<file path="src/rtl/ppurp_ram.sv">
// Generic single-write, single-read RAM with registered read data.
module ppurp_ram #(
	parameter int WIDTH = 8,
	parameter int DEPTH = 256
) (
	input  logic                     clk,
	input  logic                     wr_en,
	input  logic [$clog2(DEPTH)-1:0] wr_addr,
	input  logic [WIDTH-1:0]         wr_data,
	input  logic                     rd_en,
	input  logic [$clog2(DEPTH)-1:0] rd_addr,
	output logic [WIDTH-1:0]         rd_data
);

	logic [WIDTH-1:0] mem [DEPTH];

	always_ff @(posedge clk) begin
		if (wr_en) begin
			mem[wr_addr] <= wr_data;
		end
		if (rd_en) begin
			rd_data <= mem[rd_addr];
		end
	end

endmodule

</file>
<file path="config.mk">
export PLATFORM = sky130hd
export DESIGN_NAME = ppurp_ram
export DESIGN_NICKNAME = d
export VERILOG_FILES = /design/src/rtl/ppurp_ram.sv
export SDC_FILE = /design/constraint.sdc
export NUM_CORES = 2
export LEC_CHECK = 0
export ABC_AREA = 1
export BUFFER_PORTS_ARGS = -buffer_cell sky130_fd_sc_hd__buf_2
export CORE_MARGIN = 3
export CORE_UTILIZATION = 60
export CTS_BUF_LIST = sky130_fd_sc_hd__clkbuf_2
export CTS_CLUSTER_SIZE = 24
export DETAILED_ROUTE_END_ITERATION = 10
export GPL_ROUTABILITY_DRIVEN = 0
export PLACE_DENSITY_LB_ADDON = 0.3
export SYNTH_ARGS = -nofsm -noshare
export SYNTH_HDL_FRONTEND = slang
export SYNTH_SLANG_ARGS = --single-unit
</file>
<file path="constraint.sdc">
create_clock -name clk -period 4.8 [get_ports clk]
set_input_delay 1.44 -clock clk [delete_from_list [all_inputs] [get_ports clk]]
set_output_delay 1.44 -clock clk [all_outputs]
set_load 0.01 [all_outputs]
</file>
==> results.txt <==
status -> finished clean
Final Hold Fails -> 0
Die X -> 379 um
number of max-cap violations -> 0
Area contributors post-synth -> edfxtp_1 (74%), nand3_1 (12%), nand2_1 (9.5%)
worst skew pair latency -> 1.86 ns
Comb pwr share -> 7.0%
IO Port Bufs -> 34
unrepaired setup endpoints after global routing -> no
vias post-DR -> 57400
static leakage -> 0.0320 uW
WHS -> 0.378 ns
non-filler instance count after layout -> 9349
Final Util -> 65.0%
clock root cell -> clkbuf_2
power share of the clock group -> 32.8%
Slowest-stage cell, CP -> edfxtp_1
Clock Skew -> 0.224 ns
setup_tns -> 0 ns
global route total overflow -> 0
final worst path period share -> 82.4%
Clock transition at path regs -> 0.12 ns
ys flop type -> edfxtp_1
row cnt -> 136
Cell Chain, Critical Path -> buf_2
worst path required time -> 3.36 ns
Worst VDD drop -> 267 uV
Tmin final -> 3.96 ns
Syn Inst Count -> 7003
crit end category -> output pin
hold crit path type -> primary input to register
Detailed Route WL -> 224000 um
XOR/XNOR Fraction of Synth Area -> 0%
FFs w/ async S/R, synth -> 0%
Worst slew margin -> 18.3%
Bufs on Longest Clock Path -> 4
# DRC -> 0
Slew @ Worst Pin -> 1.22 ns
filler instances -> 10200
maximum fanout along the worst path -> 1
global-route wire length before repair -> 333000 um
register share of total power -> 60.2%
Max Clk Rate -> 253 MHz
antenna-violating nets left -> 0
pin count of the biggest net entering global routing -> 163
cell area power density -> 367 nW/um2
largest family of logic cells by synthesized area -> simple AND/OR/NAND/NOR gates
Die ar. -> 144000 um2
DRT iter0 DRCs -> 7889
via/cell ratio -> 6.14
core area -> 138000 um2
syn_nets -> 7030
Resized cells post-CTS -> 0
most frequent cells after synthesis -> nand2_1 (2123), edfxtp_1 (2056), nand3_1 (2019), nor2_1 (283), buf_2 (268)
# IOs -> 35
Pint -> 24400 uW
CP max stage delay -> 0.48 ns
area growth from synthesis to layout -> 7.35%
post-synth cell types -> 13
Post-synth EDFFs -> 2056
syn_area_per_cell -> 11.9 um2
compound-gate portion of the synthesized area -> 0%
initial core utilization -> 60.6%
multiplexer share of the synthesized area -> 0%
Clock H-tree levels -> 5
Die Y -> 379 um
post-synth top area share -> 74.0%
Synth Register Bits -> 2056
synth warn -> 0
Total GRT Usage -> 31.1%
Arr. time, crit path -> 2.52 ns
fraction of layout cells with a size suffix above 1 -> 12.1%
adder-cell share of the synthesized area -> 0%
Routed WL per cell -> 24.0 um
buffers and inverters on the worst path -> 1
drt first pass iters -> 6
crit start category -> register
setup violators final -> 0
multi-input logic area -> 19100 um2
Worst Path Class, Setup -> register to output pin
initial antenna violation count -> 9
cell taking the most area after synthesis -> edfxtp_1
CTS tree -> done
overall power -> 32900 uW
placed cells -> 8498
Sink Count -> 2056
sequential share of the synthesized area -> 74.0%
Final nets -> 7233
most frequent cell after synthesis -> nand2_1
Net Sw Frac -> 25.6%
TritonCTS buffer count -> 490
vias in the first global route -> 54600
Slew Limit Fails -> 0
Worst path top cell family by delay -> flip-flops
Net Sw Power -> 8420 uW
detailed placement HPWL -> 130000 um
Synth Area in Simple Gates -> 22.9%
Syn Std Cell Area -> 83500 um2
register area -> 61700 um2
==> per-layer routing <==
metal | track usage, % | vias to the layer above | wire length [um]
met5 | 0 | - | 103
met4 | 13.8 | 10 | 9260
met3 | 9.88 | 582 | 29900
met2 | 46.4 | 3833 | 102000
met1 | 42.5 | 27400 | 83300
li1 | - | 25600 | -
==> power by group through the flow <==
| stage | clock network [uW] | logic, uW | registers, uW |
|---|---|---|---|
| detailed placement | 0 | 2240 | 20200 |
| floorplan | 0 | 1220 | 20200 |
| CTS | 10800 | 2260 | 19800 |
| global placement | 0 | 2210 | 20200 |
| finish | 10800 | 2320 | 19800 |
| global route | 11800 | 2460 | 19800 |
==> cell usage in the layout (no fill, tap or decap), drive strengths merged <==
cell,instances
nand2,2123
edfxtp,2056
nand3,2019
clkbuf,707
nor2,283
buf,184
clkinv,116
inv,45
dlygate4sd3,10
diode,8
bufinv,4
==> flip-flops by register name, indices dropped and copies added, names as in the netlist <==
| name | count |
|---|---|
| mem | 2048 |
| rd_data | 8 |
==> through the flow <==
| step | instance area [um2] | setup slack [ns] |
|---|---|---|
| finish | 89600 | 0.843 |
| global route | 89600 | 0.669 |
| CTS | 89600 | 0.679 |
| detailed placement | 85400 | 0.640 |
| global placement | 85400 | 0.650 |
| floorplan | 83500 | 1.87 |
==> final cells by class <==
class	count	share of cell area, %
multi-input cells	4425	21.4
clock buffers	707	3.95
clock inverters	126	0.653
diodes	8	0.0223
repair buffers	194	2.42
well taps	1794	2.50
flip-flops and latches	2056	68.9
inverters	39	0.201
==> worst paths after layout <==
path          startpoint          end  slack (ns)  depth (start not counted)
min           wr_addr[5]  mem[183][6]        0.38                          5
max           rd_data[2]   rd_data[2]        0.84                          1
min reg2reg  mem[220][1]   rd_data[1]        1.07                         10
max reg2reg  mem[102][5]   rd_data[5]        2.48                         10
==> kinds of logic after synthesis <==
group | count (synthesis)
flip-flops | 2056
buffers and inverters | 522
AND/OR/NAND/NOR | 4425
==> timing repair <==
item,4_1_cts,5_1_grt
setup buffers,0,0
hold endpoints to repair,197,0
hold buffers,10,0
(Power assumes the default switching activity.)
