--- src/rtl/ppurp_pkg.sv ---
// Shared constants, codes and types of the PPU register port.
package ppurp_pkg;

	localparam int VIDEO_MEM_BYTES = 16384;   // power of two
	localparam int VRAM_AW = $clog2(VIDEO_MEM_BYTES);
	localparam int OBJECT_MEM_BYTES = 256;
	localparam int OAM_AW = $clog2(OBJECT_MEM_BYTES);

	// event codes
	localparam logic [2:0] OP_READ         = 3'd0;
	localparam logic [2:0] OP_WRITE        = 3'd1;
	localparam logic [2:0] OP_VBLANK_START = 3'd2;
	localparam logic [2:0] OP_VBLANK_END   = 3'd3;
	localparam logic [2:0] OP_SPRITE_HIT   = 3'd4;

	// register numbers, $2000..$2007
	localparam logic [2:0] REG_CTRL   = 3'd0;
	localparam logic [2:0] REG_MASK   = 3'd1;
	localparam logic [2:0] REG_STAT   = 3'd2;
	localparam logic [2:0] REG_OAMADR = 3'd3;
	localparam logic [2:0] REG_OAMDAT = 3'd4;
	localparam logic [2:0] REG_SCROLL = 3'd5;
	localparam logic [2:0] REG_ADDR   = 3'd6;
	localparam logic [2:0] REG_DATA   = 3'd7;

	localparam int CTRL_NMI_BIT  = 7;
	localparam int CTRL_STEP_BIT = 2;

	localparam logic [15:0] STEP_ONE  = 16'd1;
	localparam logic [15:0] STEP_ROW  = 16'd32;
	localparam logic [13:0] PAL_BASE    = 14'h3F00;
	localparam logic [13:0] MIRROR_BASE = 14'h3000;
	localparam logic [13:0] MIRROR_CLR  = 14'h1000;

	localparam int IN_DATA_W  = 16;
	localparam int OUT_DATA_W = 64;

	typedef struct packed {
		logic       en;
		logic [4:0] addr;   // bit 4 selects the sprite palette
		logic [5:0] data;
	} pal_wr_t;

endpackage

--- src/rtl/ppurp_palette.sv ---
// Background and sprite palettes with the entry-zero mirror.
module ppurp_palette (
	input  logic               clk,
	input  logic               arst_n,
	input  ppurp_pkg::pal_wr_t wr,
	input  logic [4:0]         rd_addr,
	output logic [5:0]         rd_data
);

	logic [5:0] bg_q [16];
	logic [5:0] sp_q [16];
	logic [5:0] bg_n [16];
	logic [5:0] sp_n [16];

	always_comb begin
		bg_n = bg_q;
		sp_n = sp_q;
		if (wr.en) begin
			if (wr.addr[3:0] == 4'd0) begin
				bg_n[0] = wr.data;
				sp_n[0] = wr.data;
			end else if (!wr.addr[4]) begin
				bg_n[wr.addr[3:0]] = wr.data;
			end else begin
				sp_n[wr.addr[3:0]] = wr.data;
			end
			// entries 0, 4, 8 and C of both banks follow background entry 0
			bg_n[4]  = bg_n[0];
			bg_n[8]  = bg_n[0];
			bg_n[12] = bg_n[0];
			sp_n[0]  = bg_n[0];
			sp_n[4]  = bg_n[0];
			sp_n[8]  = bg_n[0];
			sp_n[12] = bg_n[0];
		end
	end

	always_ff @(posedge clk or negedge arst_n) begin
		if (!arst_n) begin
			for (int i = 0; i < 16; i++) begin
				bg_q[i] <= 6'd0;
				sp_q[i] <= 6'd0;
			end
		end else begin
			bg_q <= bg_n;
			sp_q <= sp_n;
		end
	end

	assign rd_data = rd_addr[4] ? sp_q[rd_addr[3:0]] : bg_q[rd_addr[3:0]];

endmodule

--- config.mk ---
export PLATFORM = sky130hd
export DESIGN_NAME = ppurp_palette
export DESIGN_NICKNAME = d
export VERILOG_FILES = /design/src/rtl/ppurp_pkg.sv /design/src/rtl/ppurp_palette.sv
export SDC_FILE = /design/constraint.sdc
export NUM_CORES = 1
export LEC_CHECK = 0
export BUFFER_PORTS_ARGS = -buffer_cell sky130_fd_sc_hd__buf_2
export CORE_MARGIN = 1.5
export CORE_UTILIZATION = 45
export CTS_BUF_LIST = sky130_fd_sc_hd__clkbuf_2
export DETAILED_ROUTE_END_ITERATION = 12
export PLACE_DENSITY = 0.72
export SLEW_MARGIN = 10
export SYNTH_ARGS = -nofsm -noshare
export SYNTH_HDL_FRONTEND = slang
export SYNTH_SLANG_ARGS = --single-unit
--- constraint.sdc ---
create_clock -name clk -period 3.8 [get_ports clk]
set_input_delay 0.19 -clock clk [delete_from_list [all_inputs] [get_ports clk]]
set_output_delay 0.19 -clock clk [all_outputs]
set_load 0.01 [all_outputs]
==> results.toml <==
[outcome]
status = "finished clean"

[route]
wl_per_cell_microns = 21.1
drt_iter0_drc = 159
antenna_left = 0
drc = 0
via_count = 4012
drt_pass1_iterations = 6
vias_per_cell = 5.70
routed_wl_microns = 14900

[cts]
clock_sinks = 150
cts_buffers = 17
cts_tree = "built"
clockBufferDepth = 2
clk_latency_ns = 0.70
clk_pin_slew_ns = 0.21
htree_levels = 4
cts_resized = 0
root_buffer = "clkbuf_2"

[timing]
fmax_mhz = 382
period_share = 0.689
setup_viol = 0
fin_crit_ns = 2.62
hold_ws_ns = 0.0824
final_max_slew_viol_count = 0
max-slew-margin-rel = 0.360
rsz0062_at_grt = "false"
max_slew.worst_pin.slew_ns = 0.960
fin_skew_ns = 0
fin_setup_tns_ns = 0
finalHoldViolations = 0

[worst_hold_path]
hp-class = "in -> reg"
holdCritStartpoint = "wr[0]"

[power]
leakage_uw = 0.00347
p_int_uw = 2700
peakVddDrop_mv = 0.219
total_power_uw = 3670
pwr-share-clk = 0.239
power_density_nw_per_um2 = 477
p_switching_uw = 971
pwr-share-comb = 0.201
seqPwrFrac = 0.560
sw_frac_of_total = 0.265

[critical_path]
crit_required_ns = 3.61
crit_arrival_ns = 2.43
crit_start = "sp_q[37]"
path_class = "reg -> out"
critPathMaxFanout = 2
end_kind = "primary output"
start_kind = "register"
reg2reg_from = "sp_q[62]"

[floorplan]
io_pins = 25
die_y_microns = 129
start_util = 0.465
row_count = 45
dieArea_sq_um = 16700
die_w_microns = 129
coreArea_sq_um = 15400

[run]
cap_violations = 0

[layout]
insertedDiodeCount = 0
nNetsFinal = 502
drive_gt1_frac = 0.487
syn2layout_area_growth_pct = 7.52

[synthesis]
synth_edf_count = 0
syn_nets = 477
yosysUniqueCellTypes = 28
yosysMostFrequentCell = "mux2_2"
syn_avg_cell_area_sq_um = 15.6
synthTopCellsByCount = "mux2_2 (156), dfrtp_1 (150), mux4_2 (25), nor2_1 (17), clkbuf_1 (16)"
ys_ff_latch = 150
syn_inst = 458
synthTopCellsByArea = "dfrtp_1 (52%), mux2_2 (25%), mux4_2 (7.9%)"
syn_area_sq_um = 7150
synth-seq-area-share = 0.525
ys_warn_count = 0
yosys.area.top_type = "dfrtp_1"
synth_flop_cell = "dfrtp_1"
yosysTopAreaCellShare = 0.525
synthArstFlopShare = 1.00

[place]
gp_congestion = 0.792
port_buffers = 24
dpl.hpwl_microns = 9740

[grt]
grt_max_degree = 104
grt_first_pass_wirelength_microns = 24100
grt_pass1_vias = 4366
antenna_found_initial = 0
track_usage = 0.197
gr-total-overflow = 0
==> worst max-delay path, cell delays in order (launching register included) <==
cell	delay, ns
dfrtp_1	0.44
mux4_2	0.49
a211o_1	0.32
mux2i_1	0.14
o221ai_1	0.15
buf_2	0.17
==> sequential cells by signal, summed over array words and instances (netlist names) <==
name  cells
sp_q     78
bg_q     72
==> metal layers <==
layer / track usage / wire length [microns]
met5: 0 / 0
met4: 0.0701 / 258
met3: 0.0475 / 468
met2: 0.319 / 7490
met1: 0.263 / 6660
==> placed cells by master (no fill, tap or decap), types with 6 or more instances in the layout <==
master,instances
mux2_2,156
nand3_1,6
dfrtp_1,150
nand2_1,7
mux2i_1,12
mux4_1,9
o221ai_1,6
clkbuf_2,17
mux4_2,25
buf_2,23
a211o_1,12
nor2_1,17
dlygate4sd3_1,8
==> what timing repair did <==
action                     CTS  global route
setup endpoints to repair    0             0
hold endpoints to repair   107            24
buffers inserted             0             0
hold buffers                 3             5
==> through the flow <==
| step | setup slack [ns] | area (sq um) | instances | util |
|---|---|---|---|---|
| after floorplan | 2.04 | 7150 | 458 | - |
| after global placement | 1.30 | 7390 | 667 | 0.481 |
| after detailed placement | 1.29 | 7390 | 667 | 0.481 |
| after CTS | 1.14 | 7640 | 699 | 0.497 |
| after global routing | 0.956 | 7690 | 704 | 0.500 |
| final | 1.18 | 7690 | 704 | 0.500 |
==> power by group through the flow <==
stage	Sequential, uW	Clock [uW]	Combinational (uW)
after floorplan	2030	0	571
after global routing	2090	966	806
after global placement	2070	0	715
after detailed placement	2090	0	743
after CTS	2050	904	746
final	2050	877	739
==> worst paths after layout <==
path                                   end  slack, ns  cells after the start
worst max register to register    sp_q[62]       3.01                      1
worst min-delay path              sp_q[36]       0.08                      2
worst max-delay path            rd_data[1]       1.18                      5
max in group asynchronous         bg_q[83]       2.77                      3
worst min register to register    bg_q[62]       0.52                      1
min in group asynchronous         sp_q[30]       0.12                      2
==> cell type report <==
cell class | count | area [sq um]
Timing Repair Buffer | 36 | 236
Sequential cell | 150 | 3750
Multi-Input combinational cell | 278 | 3210
Clock buffer | 17 | 85.1
Clock inverter | 12 | 139
Tap cell | 211 | 264
Fill cell | 1301 | 7680
==> cell families after synthesis <==
family	Yosys count	share of synthesized area
buffers and inverters	30	0.0261
AO/OA/AOI/OAI	18	0.0220
AND/OR/NAND/NOR	56	0.0462
flip-flops	150	0.525
multiplexers	204	0.381
Power figures use the tool's default switching activity.
